==> src/src/wpr_pkg.sv <==
// Package for the word prefix replacer: byte constants, register indexes and shared types.
// Used by src/word_prefix_replacer.sv; it depends on nothing else.

package wpr_pkg;

    // Widths fixed by the register and stream formats.
    localparam int CFG_DATA_W  = 64;
    localparam int CFG_INDEX_W = 2;
    localparam int LEN_W       = 4;

    // Special characters of the text.
    localparam logic [7:0] SPACE_BYTE   = 8'h20;
    localparam logic [7:0] NEWLINE_BYTE = 8'h0A;

    // Configuration register indexes.
    localparam logic [CFG_INDEX_W-1:0] CFG_KEYWORD_BYTES      = 2'd0;
    localparam logic [CFG_INDEX_W-1:0] CFG_KEYWORD_LENGTH     = 2'd1;
    localparam logic [CFG_INDEX_W-1:0] CFG_REPLACEMENT_BYTES  = 2'd2;
    localparam logic [CFG_INDEX_W-1:0] CFG_REPLACEMENT_LENGTH = 2'd3;

    // Prefix match progress of the current word.
    typedef enum logic [1:0] {
        MODE_MATCHING   = 2'd0,
        MODE_MATCHED    = 2'd1,
        MODE_MISMATCHED = 2'd2
    } t_mode;

    // Which register a job's leading byte run is read from.
    typedef enum logic {
        SEG_KEYWORD     = 1'b0,
        SEG_REPLACEMENT = 1'b1
    } t_seg_src;

    // Output work that one input item leaves behind: a run of register bytes,
    // then up to two tail bytes (the second tail byte is always a newline).
    typedef struct packed {
        t_seg_src         seg_src;
        logic [LEN_W-1:0] seg_n;
        logic [1:0]       tail_n;
        logic [7:0]       tail0;
        logic             eot;
    } t_job;

endpackage

==> src/src/word_prefix_replacer.sv <==
// Top level of the word prefix replacer: item decode, word state, job register and output stage.
// Depends on wpr_pkg for constants, register indexes and the job type.

// Text enters one byte per item and leaves as rewritten bytes, one per cycle while the
// output is not stalled. Each accepted item is decoded in the cycle it is taken into a job
// of 0 to 9 output bytes (default sizes), held in a single job register; the output register
// takes one byte of that job per cycle unless the output stalls. An item that yields more
// than one byte keeps the input stalled until the job register has passed its last byte to
// the output register. The output register lets the next item be taken while a finished
// byte still waits downstream. Configuration is read live and must only be written while
// no job is pending.

module word_prefix_replacer #(
    parameter int KEY_MAX_BYTES     = 8,
    parameter int REPLACE_MAX_BYTES = 8
) (
    input  logic                             i_clk,
    input  logic                             i_rst_n,
    // Configuration write port.
    input  logic                             i_cfg_we,
    input  logic [wpr_pkg::CFG_INDEX_W-1:0]  i_cfg_index,
    input  logic [wpr_pkg::CFG_DATA_W-1:0]   i_cfg_data,
    // Input stream.
    input  logic                             i_s_axis_tvalid,
    output logic                             o_s_axis_tready,
    input  logic [7:0]                       i_s_axis_tdata,   // [7:0] text_byte
    input  logic                             i_s_axis_tlast,   // end_of_text
    // Output stream.
    output logic                             o_m_axis_tvalid,
    input  logic                             i_m_axis_tready,
    output logic [7:0]                       o_m_axis_tdata,   // [7:0] out_byte
    output logic                             o_m_axis_tlast,   // run_last
    output logic                             o_m_axis_tuser    // [0] text_done
);

    localparam int KIDX = (KEY_MAX_BYTES > 1) ? $clog2(KEY_MAX_BYTES) : 1;
    localparam int RIDX = (REPLACE_MAX_BYTES > 1) ? $clog2(REPLACE_MAX_BYTES) : 1;
    localparam logic [wpr_pkg::LEN_W-1:0] KMAX = wpr_pkg::LEN_W'(KEY_MAX_BYTES);
    localparam logic [wpr_pkg::LEN_W-1:0] RMAX = wpr_pkg::LEN_W'(REPLACE_MAX_BYTES);

    // Configuration registers.
    logic [7:0]                r_key [KEY_MAX_BYTES];
    logic [7:0]                r_rep [REPLACE_MAX_BYTES];
    logic [wpr_pkg::LEN_W-1:0] r_key_len;
    logic [wpr_pkg::LEN_W-1:0] r_rep_len;

    // Word state.
    logic                      r_in_word, n_in_word;
    logic [wpr_pkg::LEN_W-1:0] r_mc, n_mc;
    wpr_pkg::t_mode            r_mode, n_mode;

    // Job register and output stage.
    wpr_pkg::t_job             r_job, n_job;
    logic                      r_job_valid;
    logic [wpr_pkg::LEN_W-1:0] r_idx;
    logic                      r_out_valid;
    logic [7:0]                r_out_byte;
    logic                      r_out_last;
    logic                      r_out_done;

    logic                      has_job;
    logic                      accept;
    logic                      out_load;
    logic                      job_done;
    logic                      idx_last;
    logic [wpr_pkg::LEN_W-1:0] job_total;
    logic [wpr_pkg::LEN_W-1:0] key_len;
    logic [wpr_pkg::LEN_W-1:0] rep_len;
    logic [wpr_pkg::LEN_W-1:0] cur_mc;
    logic [wpr_pkg::LEN_W-1:0] mc_inc;
    logic [wpr_pkg::LEN_W-1:0] held_n;
    wpr_pkg::t_mode            cur_mode;
    logic [7:0]                emit_byte;

    // Lengths above the storage size count as the storage size.
    assign key_len = (r_key_len > KMAX) ? KMAX : r_key_len;
    assign rep_len = (r_rep_len > RMAX) ? RMAX : r_rep_len;

    // Configuration writes.
    always_ff @(posedge i_clk) begin
        if (!i_rst_n) begin
            for (int i = 0; i < KEY_MAX_BYTES; i++) begin
                r_key[i] <= 8'h00;
            end
            for (int i = 0; i < REPLACE_MAX_BYTES; i++) begin
                r_rep[i] <= 8'h00;
            end
            r_key_len <= '0;
            r_rep_len <= '0;
        end else if (i_cfg_we) begin
            case (i_cfg_index)
                wpr_pkg::CFG_KEYWORD_BYTES: begin
                    for (int i = 0; i < KEY_MAX_BYTES; i++) begin
                        r_key[i] <= i_cfg_data[8*i +: 8];
                    end
                end
                wpr_pkg::CFG_KEYWORD_LENGTH: begin
                    r_key_len <= i_cfg_data[wpr_pkg::LEN_W-1:0];
                end
                wpr_pkg::CFG_REPLACEMENT_BYTES: begin
                    for (int i = 0; i < REPLACE_MAX_BYTES; i++) begin
                        r_rep[i] <= i_cfg_data[8*i +: 8];
                    end
                end
                wpr_pkg::CFG_REPLACEMENT_LENGTH: begin
                    r_rep_len <= i_cfg_data[wpr_pkg::LEN_W-1:0];
                end
                default: begin
                end
            endcase
        end
    end

    // Output handshake: a byte moves into the output register whenever it is free or drains.
    assign job_total       = r_job.seg_n + wpr_pkg::LEN_W'(r_job.tail_n);
    assign idx_last        = (r_idx == job_total - wpr_pkg::LEN_W'(1));
    assign out_load        = r_job_valid && (!r_out_valid || i_m_axis_tready);
    assign job_done        = out_load && idx_last;
    assign o_s_axis_tready = !r_job_valid || job_done;
    assign accept          = i_s_axis_tvalid && o_s_axis_tready;

    // Decode of one item against the word state.
    assign cur_mc   = r_in_word ? r_mc : '0;
    assign cur_mode = r_in_word ? r_mode : wpr_pkg::MODE_MATCHING;
    assign mc_inc   = cur_mc + wpr_pkg::LEN_W'(1);
    assign held_n   = (r_in_word && r_mode == wpr_pkg::MODE_MATCHING) ? r_mc : '0;

    always_comb begin
        n_in_word     = r_in_word;
        n_mc          = r_mc;
        n_mode        = r_mode;
        has_job       = 1'b0;
        n_job.seg_src = wpr_pkg::SEG_KEYWORD;
        n_job.seg_n   = '0;
        n_job.tail_n  = 2'd0;
        n_job.tail0   = i_s_axis_tdata;
        n_job.eot     = 1'b0;
        if (i_s_axis_tlast) begin
            // End of text: flush the word, then the closing newline.
            has_job      = 1'b1;
            n_job.eot    = 1'b1;
            n_job.seg_n  = held_n;
            n_job.tail_n = r_in_word ? 2'd2 : 2'd1;
            n_job.tail0  = r_in_word ? wpr_pkg::SPACE_BYTE : wpr_pkg::NEWLINE_BYTE;
            n_in_word    = 1'b0;
            n_mc         = '0;
            n_mode       = wpr_pkg::MODE_MATCHING;
        end else if (i_s_axis_tdata == wpr_pkg::SPACE_BYTE) begin
            // Space: closes a word if one is open.
            has_job      = r_in_word;
            n_job.seg_n  = held_n;
            n_job.tail_n = 2'd1;
            n_job.tail0  = wpr_pkg::SPACE_BYTE;
            n_in_word    = 1'b0;
            n_mc         = '0;
            n_mode       = wpr_pkg::MODE_MATCHING;
        end else begin
            // Word character.
            n_in_word = 1'b1;
            n_mc      = cur_mc;
            n_mode    = cur_mode;
            if (cur_mode != wpr_pkg::MODE_MATCHING) begin
                has_job      = 1'b1;
                n_job.tail_n = 2'd1;
            end else if (cur_mc >= key_len) begin
                // Match already complete: replacement, then this character.
                has_job       = 1'b1;
                n_mode        = wpr_pkg::MODE_MATCHED;
                n_job.seg_src = wpr_pkg::SEG_REPLACEMENT;
                n_job.seg_n   = rep_len;
                n_job.tail_n  = 2'd1;
            end else if (i_s_axis_tdata == r_key[cur_mc[KIDX-1:0]]) begin
                // Character held back; the last keyword character releases the replacement.
                n_mc = mc_inc;
                if (mc_inc >= key_len) begin
                    n_mode        = wpr_pkg::MODE_MATCHED;
                    has_job       = (rep_len != '0);
                    n_job.seg_src = wpr_pkg::SEG_REPLACEMENT;
                    n_job.seg_n   = rep_len;
                end
            end else begin
                // Mismatch: held-back keyword bytes, then this character.
                has_job      = 1'b1;
                n_mode       = wpr_pkg::MODE_MISMATCHED;
                n_job.seg_n  = cur_mc;
                n_job.tail_n = 2'd1;
            end
        end
    end

    // Word state register.
    always_ff @(posedge i_clk) begin
        if (!i_rst_n) begin
            r_in_word <= 1'b0;
            r_mc      <= '0;
            r_mode    <= wpr_pkg::MODE_MATCHING;
        end else if (accept) begin
            r_in_word <= n_in_word;
            r_mc      <= n_mc;
            r_mode    <= n_mode;
        end
    end

    // Job register with its byte counter.
    always_ff @(posedge i_clk) begin
        if (!i_rst_n) begin
            r_job_valid <= 1'b0;
            r_idx       <= '0;
        end else if (accept && has_job) begin
            r_job_valid <= 1'b1;
            r_idx       <= '0;
        end else if (job_done) begin
            r_job_valid <= 1'b0;
        end else if (out_load) begin
            r_idx <= r_idx + wpr_pkg::LEN_W'(1);
        end
    end

    always_ff @(posedge i_clk) begin
        if (accept && has_job) begin
            r_job <= n_job;
        end
    end

    // Byte selection: register run first, then the tail bytes.
    always_comb begin
        if (r_idx < r_job.seg_n) begin
            if (r_job.seg_src == wpr_pkg::SEG_REPLACEMENT) begin
                emit_byte = r_rep[r_idx[RIDX-1:0]];
            end else begin
                emit_byte = r_key[r_idx[KIDX-1:0]];
            end
        end else if (r_idx == r_job.seg_n) begin
            emit_byte = r_job.tail0;
        end else begin
            emit_byte = wpr_pkg::NEWLINE_BYTE;
        end
    end

    // Output register.
    always_ff @(posedge i_clk) begin
        if (!i_rst_n) begin
            r_out_valid <= 1'b0;
        end else if (out_load) begin
            r_out_valid <= 1'b1;
        end else if (i_m_axis_tready) begin
            r_out_valid <= 1'b0;
        end
    end

    always_ff @(posedge i_clk) begin
        if (out_load) begin
            r_out_byte <= emit_byte;
            r_out_last <= idx_last;
            r_out_done <= idx_last && r_job.eot;
        end
    end

    assign o_m_axis_tvalid = r_out_valid;
    assign o_m_axis_tdata  = r_out_byte;
    assign o_m_axis_tlast  = r_out_last;
    assign o_m_axis_tuser  = r_out_done;

endmodule

==> config.mk <==
export PLATFORM = sky130hd
export DESIGN_NAME = word_prefix_replacer
export DESIGN_NICKNAME = d
export VERILOG_FILES = /design/src/src/wpr_pkg.sv /design/src/src/word_prefix_replacer.sv
export SDC_FILE = /design/constraint.sdc
export NUM_CORES = 1
export LEC_CHECK = 0
export ABC_AREA = 0
export BUFFER_PORTS_ARGS = -buffer_cell sky130_fd_sc_hd__buf_2
export CELL_PAD_IN_SITES_DETAIL_PLACEMENT = 0
export CELL_PAD_IN_SITES_GLOBAL_PLACEMENT = 1
export CORE_ASPECT_RATIO = 0.8
export CORE_MARGIN = 1.5
export CORE_UTILIZATION = 25
export CTS_CLUSTER_SIZE = 20
export DETAILED_ROUTE_END_ITERATION = 8
export PLACE_DENSITY_LB_ADDON = 0.1
export SYNTH_ARGS = -nofsm -noshare
export SYNTH_HDL_FRONTEND = slang
export SYNTH_SLANG_ARGS = --single-unit
export TNS_END_PERCENT = 100
==> constraint.sdc <==
create_clock -name i_clk -period 6.32 [get_ports i_clk]
set_clock_uncertainty 0.2 [all_clocks]
set_input_delay 0.632 -clock i_clk [delete_from_list [all_inputs] [get_ports i_clk]]
set_output_delay 0.632 -clock i_clk [all_outputs]
set_load 0.01 [all_outputs]
* Word-level counts from Yosys, hierarchy flattened
Memories as Yosys holds them, arrays and structs flattened. A register that Yosys moved wholly into a read port is not among the register bits.
Index checks and enable logic that the tools add are counted.
** Storage, ports and cells
- Bits in registers :: 47
- Memory bits (writable) :: 128
- Input port bits :: 80
- Word-level logic and storage cells :: 146
- Memories kept :: 2
** Operators by class
- $add $sub $neg :: 4
- Order comparisons :: 5
- Equality and inequality tests :: 7
- Mux-type cells :: 73
- Bitwise logic cells :: 18
- Reduce and logical (&&, ||, !) cells :: 21
** Memories
- r_key :: depth 8, width 8, rd ports 2, clocked after Yosys merged registers in 1, wr ports 8, RTL line word_prefix_replacer.sv:42 : logic [7:0] r_key [KEY_MAX_BYTES];
- r_rep :: depth 8, width 8, rd ports 1, clocked after Yosys merged registers in 1, wr ports 8, RTL line word_prefix_replacer.sv:43 : logic [7:0] r_rep [REPLACE_MAX_BYTES];
** Operators by type and width (number)
- 8-bit two-way mux :: 20
- 4-bit two-way mux :: 11
- 1-bit two-way mux :: 24
- 2-bit two-way mux :: 9
- 1-bit bitwise OR :: 16
- 14-bit two-way mux :: 1
- 3-bit two-way mux :: 4
- 6-bit two-way mux :: 2
- 4-bit by 1-bit adder with 4-bit output (second input constant) :: 2
- 4-bit equality test :: 2
- 8-bit by 6-bit equality test with 1-bit output (second input constant) :: 1
- 8-bit equality test :: 1
- 4-bit >= comparator :: 2
- 4-bit greater-than comparator (second input constant) :: 2
- 7-bit two-way mux :: 1
- 1-bit logical AND :: 6
- 2-bit AND reduction :: 3
- 2-bit nonzero test :: 3
- 5-bit two-way mux :: 1
- 4-bit by 2-bit adder with 4-bit output :: 1
- 2-bit equality test (second input constant) :: 2
- 2-bit logical NOT :: 2
- 4-bit less-than comparator :: 1
- 4-bit nonzero test :: 1
- 7 further kinds :: 10

* Logic depth before layout (Yosys ltp)
Gate-level depths: netlist of the first run.
- Depth after elaboration :: 12
- Mapped depth :: 14
- Mapped depth without buffers :: 14

* Least setup slack after synthesis of the first run
Ideal clock, no wire load.
- Path type :: in2reg
- From :: in i_cfg_we
- To :: mem r_key[0][0], enable pin
- Arrival time :: 5.343 ns
- Setup slack :: 0.202 ns
- Stages on the path :: 3
- Path buffers :: 0
- Cells stage by stage :: nor2b_1 inv_1 o21ai_0
** RTL lines
- start, declared :: RTL line word_prefix_replacer.sv:20 : input logic i_cfg_we,
- end, declared :: RTL line word_prefix_replacer.sv:42

* Worst setup path in the final report of the first run
- From :: reg r_job[12] (netlist name)
- To :: reg r_job[3] (netlist name), enable pin
** On the way
- Cells in the longest elaborated chain, start to end :: 7
** RTL lines
- start, declared :: RTL line word_prefix_replacer.sv:53 : wpr_pkg::t_job r_job, n_job;
- start signal, assigned :: RTL line word_prefix_replacer.sv:221 : r_job <= n_job;
- 4-bit by 2-bit adder with 4-bit output :: RTL line word_prefix_replacer.sv:115 : assign job_total = r_job.seg_n + wpr_pkg::LEN_W'(r_job.tail_n);
- 4-bit by 1-bit subtractor with 4-bit output :: RTL line word_prefix_replacer.sv:116 : assign idx_last = (r_idx == job_total - wpr_pkg::LEN_W'(1));
- 4-bit equality test :: RTL line word_prefix_replacer.sv:116
- named net idx_last :: RTL line word_prefix_replacer.sv:65 : logic idx_last;
- 1-bit logical AND :: RTL line word_prefix_replacer.sv:118 : assign job_done = out_load && idx_last;
- 1-bit logical OR :: RTL line word_prefix_replacer.sv:119 : assign o_s_axis_tready = !r_job_valid || job_done;
- 1-bit logical AND :: RTL line word_prefix_replacer.sv:120 : assign accept = i_s_axis_tvalid && o_s_axis_tready;
- 1-bit logical AND :: RTL line word_prefix_replacer.sv:220 : if (accept && has_job) begin
The timed path passes the listed nets, and every way through them passes these cells.
A chain may end at the register's enable or synchronous reset.

==> impl_metrics.env, run 1 <==
export IMPL_status="finished, final reports clean"
export IMPL_grtUsageTotal_pct=14.3
export IMPL_synth_edff_count=154
export IMPL_finalSetupViolCount=0
export IMPL_post_route_period_util_pct=65.3
export IMPL_p_leak_uw=0.00386
export IMPL_syn_num_nets=776
export IMPL_critPathKind="flip-flop to flip-flop"
export IMPL_ios=92
export IMPL_yosysTopAreaCellShare_pct=51.1
export IMPL_h_tree_depth=4
export IMPL_grt_first_pass_wirelength_mm=39.1
export IMPL_postCtsSetupBuffers=0
export IMPL_ys_ff_latch=178
export IMPL_crit_path_start="r_job[12]"
export IMPL_ant_nets=0
export IMPL_rrSetupSlack_ns=2.19
export IMPL_grt_ovfl_total=0
export IMPL_path_buf_inv=3
export IMPL_synth_cells=678
export IMPL_synth_area_top_cells="edfxtp_1 51%, mux4_2 10%, and2_1 8.0%"
export IMPL_startpoint_type="flip-flop"
export IMPL_vdd_ir_drop_max_v=0.000183
export IMPL_synth_warnings=0
export IMPL_final_min_clock_period_ns=4.13
export IMPL_path_cells="inv_1 -> ha_1 -> inv_1 -> ha_1 -> inv_1 -> fa_1 -> xnor2_1 -> nor4_1 -> a21o_1 -> nand2_1 -> nor2_1 -> o31a_1"
export IMPL_yosysMostFrequentCell="edfxtp_1"
export IMPL_cts_resized=0
export IMPL_ys_seq_area_share_pct=56.5
export IMPL_rsz0062_at_grt="no"
export IMPL_hold_class="input port to flip-flop"
export IMPL_final_nets=857
export IMPL_crit_reg2reg_capture="r_job[3]"
export IMPL_fp_dieH_um=173
export IMPL_r2r_cells=12
export IMPL_clkTransAtPathRegs_ns=0.07
export IMPL_drt_iter0_drc=393
export IMPL_synth_area_per_cell_um2=13.3
export IMPL_portBuffers=91
export IMPL_grt_pass1_vias=5914
export IMPL_syn_cell_area_um2=9040
export IMPL_n_antenna_cell=0
export IMPL_place_hpwl_mm=18.6
export IMPL_core_area_um2=35800
export IMPL_synth_ff_type="edfxtp_1"
export IMPL_start_util_pct=25.3
export IMPL_dieArea_um2=37300
export IMPL_cellPowerDensity_nw_per_um2=261
export IMPL_crit_path_end_kind="flip-flop"
export IMPL_hold_buffers=0
export IMPL_finalHoldViolations=0
export IMPL_setup_worst_path_end="r_job[3]"
export IMPL_wirelength_mm=26.0
export IMPL_critPathRequiredTime_ns=6.17
export IMPL_cp_top_family="compound AO/OA/AOI/OAI gates"
export IMPL_gp_congestion=0.803
export IMPL_max_stage_delay_ns=0.80
export IMPL_drive_gt1_share_pct=25.6
export IMPL_synth_area_leader_cell="edfxtp_1"
export IMPL_critPathArrivalTime_ns=3.98
export IMPL_drv_slew=0
export IMPL_synthToLayoutAreaGrowth_pct=16.8
export IMPL_ys_types=64
export IMPL_critical_path_most_common_cell="inv_1"
export IMPL_cts_sinks=178
export IMPL_clockBufferDepth=2
export IMPL_fmax_ghz=0.242
export IMPL_cts_root_buf="clkbuf_16"
export IMPL_cts_tree="built"
export IMPL_async_reset_ff_share_pct=0
export IMPL_wl_per_cell_um=20.7
export IMPL_worst_path_stages=12
export IMPL_cp_slowest_cell="o31a_1"
export IMPL_r2r_start="r_job[12]"
export IMPL_rows=62
export IMPL_via_per_inst=4.56
export IMPL_antenna_found_initial=0
export IMPL_drc=0
export IMPL_dr_pass1_iters=4
export IMPL_post_place_cells=1220
export IMPL_grt_max_degree=65
export IMPL_worst_slew_pin_slew_ns=0.992
export IMPL_fin_tns_setup_ns=0
export IMPL_num_vias=5715
export IMPL_die_w_um=216
export IMPL_slew_headroom_pct=33.9
export IMPL_layoutNonFillerInstCount=1252
export IMPL_critPathMaxFanout=21
export IMPL_drv_cap=0
export IMPL_yosys_top_cells_count="154 x edfxtp_1, 115 x and2_1, 41 x mux4_2"
export IMPL_cts_buffers_inserted=17
export IMPL_final_util_pct=29.5
export IMPL_insertion_delay_ns=0.44
[registers in the layout, summed over array words and instances (netlist names), named ones only]
name	flops
o_m_axis_tuser	1
r_in_word	1
r_key_len	4
o_m_axis_tlast	1
r_rep	64
r_idx	4
o_m_axis_tdata	8
r_job_valid	1
r_rep_len	4
r_job	16
r_key	64
r_mc	4
r_mode	2
o_m_axis_tvalid	1
[worst register-to-register path, delay by kind of cell, from the launching register on]
kind | cells | cell delay (ns)
adder cells (fa/ha/maj) | 3 | 0.80
XOR/XNOR | 1 | 0.14
AND/OR/NAND/NOR | 3 | 0.98
AO/OA/AOI/OAI | 2 | 1.07
flip-flops | 1 | 0.36
buffers and inverters | 3 | 0.19
[placed cells by master (no fill, tap or decap), drive strengths merged, types with 3 or more instances in the layout]
cell    Yosys  layout
nand2b     11      11
o32ai       5       5
clkinv      1       8
a21o        4       4
mux4       41      41
a211oi      3       3
inv        36      36
a31oi       3       3
o22ai       9       9
buf        15      99
o211ai      3       3
ha         17      17
nor2       19      19
xor2        5       5
nand2      36      36
clkbuf     22      21
a211o       6       6
mux2       16      16
nor3        9       9
edfxtp    154     154
mux2i      15      15
nor2b      15      15
xnor2       9       9
dfxtp      24      24
o221ai      3       3
nor4        6       6
a21oi      13      13
nand4       7       7
nand3      10      10
o21ai      18      18
and2      115     115
[final cells by class]
class	instances	area, um2
tap	480	601
multi-input combinational	426	3640
clock inverter	11	114
fill	3618	25200
clock buffer	21	440
timing repair buffer	99	515
sequential	178	5110
inverter	37	139
[power breakdown]
| part | switching, uW | internal [uW] | total, uW |
|---|---|---|---|
| Combinational | 159 | 137 | 296 |
| Clock | 450 | 578 | 1030 |
| Sequential | 61.2 | 1370 | 1430 |
| Total | 671 | 2090 | 2760 |
[cell families after synthesis]
group                    after synthesis  share of synthesized area, %
AND/OR/NAND/NOR                      238                          15.7
flip-flops                           178                          56.5
AO/OA/AOI/OAI                         84                          6.48
buffers and inverters                 74                          3.53
multiplexers                          72                          13.9
adder cells (fa/ha/maj)               18                          2.57
XOR/XNOR                              14                          1.36
[worst min-delay path by stage]
stage                                from         endpoint  slack (ns)  cells after the start
after floorplan               r_job_valid  o_m_axis_tvalid        0.25                      2
after global placement        r_job_valid  o_m_axis_tvalid        0.28                      2
after detailed placement      r_job_valid  o_m_axis_tvalid        0.28                      2
after CTS                 i_s_axis_tvalid      r_job_valid        0.25                      3
after global routing      i_s_axis_tvalid      r_job_valid        0.27                      3
final                     i_s_axis_tvalid      r_job_valid        0.28                      3
[layer usage]
| metal | part of all wire, % | global-route usage, % | vias up |
|---|---|---|---|
| li1 | - | - | 2675 |
| met1 | 50 | 20.8 | 2886 |
| met2 | 44 | 21.0 | 138 |
| met3 | 4.8 | 3.76 | 16 |
| met4 | 0.99 | 3.64 | 0 |
| met5 | 0 | 0 | - |
[metrics by stage]
stage / total power, uW / instance area [um2] / hold slack (ns) / worst slack [ns]
2_1_floorplan: 1630 / 9040 / 0.252 / 0.202
3_3_place_gp: 1760 / 10000 / 0.276 / 2.23
3_5_place_dp: 1770 / 10000 / 0.280 / 2.10
4_1_cts: 2800 / 10600 / 0.246 / 2.07
5_1_grt: 2880 / 10600 / 0.272 / 1.72
6_report: 2760 / 10600 / 0.276 / 2.19
No activity file was read; power rests on OpenSTA's default activity.
==> inputs of run 2 (changes only) <==
Clock period 6.32 ns to 4.29 ns, I/O delays scaled along.
==> run 2 against run 1 <==
  * Worst hold slack worse by 0.21 ns
  * Critical endpoint is now r_job[6]
  * Largest power group unchanged
  * Register-to-register slack worse by 1.8 ns
  * Die area unchanged
  * Non-clock buffer count up 11
  * Sequential share of layout area down 0.68 points
  * Combinational power up 56%
  * Critical path depth unchanged
  * Sequential power up 47%
  * Cell count up 0.96%
  * Flip-flop and latch count unchanged
  * Via count down 0.61%
  * Clock power up 55%
==> impl_metrics.env, run 2 (synthesis gave the netlist of run 1 again) <==
export IMPL_status="finished, final reports clean"
export IMPL_p_comb_share_pct=11.1
export IMPL_final_nets=868
export IMPL_final_area_um2=10700
export IMPL_core_area_um2=35800
export IMPL_cts_root_buf="clkbuf_16"
export IMPL_cts_sinks=178
export IMPL_placed_cell_area_um2=10100
export IMPL_final_common_cell="edfxtp_1"
export IMPL_swShare_pct=24.2
export IMPL_power_frac_clock_pct=38.4
export IMPL_num_vias=5680
export IMPL_critPathRequiredTime_ns=4.14
export IMPL_layoutNonFillerInstCount=1264
export IMPL_cts_buffers_inserted=17
export IMPL_seq_power_share_pct=50.5
export IMPL_ios=92
export IMPL_fmax_ghz=0.253
export IMPL_drv_cap=0
export IMPL_grt_max_degree=65
export IMPL_finalSetupViolCount=0
export IMPL_via_per_inst=4.49
export IMPL_switchingPower_uw=1010
export IMPL_place_ws_ns=0.338
export IMPL_dr_pass1_iters=5
export IMPL_finalHoldViolations=0
export IMPL_fp_dieH_um=173
export IMPL_gp_congestion=0.783
export IMPL_cts_resized=0
export IMPL_rsz0062_at_grt="no"
export IMPL_grt_pass1_vias=5996
export IMPL_startpoint_type="flip-flop"
export IMPL_fin_tns_setup_ns=0
export IMPL_grt_first_pass_wirelength_mm=39.2
export IMPL_insertion_delay_ns=0.44
export IMPL_grtUsageTotal_pct=14.3
export IMPL_whs_ns=0.0622
export IMPL_ant_nets=0
export IMPL_post_place_cells=1231
export IMPL_vdd_ir_drop_max_v=0.000204
export IMPL_synthToLayoutAreaGrowth_pct=18.4
export IMPL_wirelength_mm=26.0
export IMPL_wl_per_cell_um=20.6
export IMPL_largestRegisters="r_key: 64 flops, r_rep: 64 flops, r_job: 16 flops"
export IMPL_portBuffers=91
export IMPL_drt_iter0_drc=350
export IMPL_clkTransAtPathRegs_ns=0.06
export IMPL_final_min_clock_period_ns=3.95
export IMPL_postCtsSetupBuffers=0
export IMPL_die_w_um=216
export IMPL_drv_slew=0
export IMPL_h_tree_depth=4
export IMPL_p_leak_uw=0.00393
export IMPL_crit_path_end_kind="flip-flop"
export IMPL_start_util_pct=25.3
export IMPL_hold_buffers=0
export IMPL_rows=62
export IMPL_place_hpwl_mm=19.0
export IMPL_drc=0
export IMPL_dieArea_um2=37300
export IMPL_cellPowerDensity_nw_per_um2=388
export IMPL_cts_tree="built"
export IMPL_worst_slew_pin_slew_ns=0.998
export IMPL_hold_class="input port to flip-flop"
export IMPL_internal_power_uw=3150
export IMPL_grt_ovfl_total=0
export IMPL_critPathArrivalTime_ns=3.80
export IMPL_antenna_found_initial=0
export IMPL_slew_headroom_pct=33.5
export IMPL_post_route_period_util_pct=92.0
export IMPL_layout_common_cells="154 x edfxtp_1, 115 x and2_1, 91 x buf_2"
export IMPL_drive_gt1_share_pct=27.1
export IMPL_clockBufferDepth=2
export IMPL_setup_slack_ns=0.344
export IMPL_critPathMaxFanout=21
export IMPL_critPathKind="flip-flop to flip-flop"
run 2: layer usage:
layer | share of wire, % | wire, um | global-route usage [%]
met5 | 0 | 0 | 0
met4 | 0.86 | 224 | 3.23
met3 | 4.8 | 1250 | 2.45
met1 | 50 | 13000 | 21.4
met2 | 44 | 11600 | 21.5
run 2: layout make-up:
type,instances,area [um2]
well taps,480,601
fillers,3624,25100
clock buffers,19,433
clock inverters,13,159
multi-input cells,426,3640
inverters,37,139
diodes,1,2.50
flip-flops and latches,178,5110
repair buffers,110,623
run 2: power groups by stage:
stage	logic [uW]	clock network, uW	registers, uW
after floorplan	291	0	2100
after global placement	466	0	2130
after detailed placement	472	0	2140
after CTS	474	1640	2100
after global routing	507	1690	2110
final	461	1600	2100
run 2: stage by stage:
stage / util [%] / power (uW)
3_3_place_gp: 28.3 / 2600
3_5_place_dp: 28.3 / 2610
5_1_grt: 29.9 / 4310
4_1_cts: 29.9 / 4210
2_1_floorplan: - / 2390
6_report: 29.9 / 4150
run 2: path summary, 6_finish.rpt:
path	from	to	slack, ns	cells past startpoint
max reg2reg	r_job[12]	r_job[6]	0.34	12
max	r_job[12]	r_job[6]	0.34	12
min reg2reg	r_job_valid	o_m_axis_tvalid	0.29	2
min	i_s_axis_tvalid	r_job_valid	0.06	3
run 2: critical path, cell delays in order, from the launching register on:
cell	delay (ns)
edfxtp_1	0.37
inv_1	0.09
ha_1	0.22
inv_1	0.06
ha_1	0.15
inv_1	0.05
fa_1	0.45
xnor2_1	0.14
nor4_1	0.40
a21o_1	0.23
nand2_1	0.23
nor2_1	0.17
o31a_1	0.81
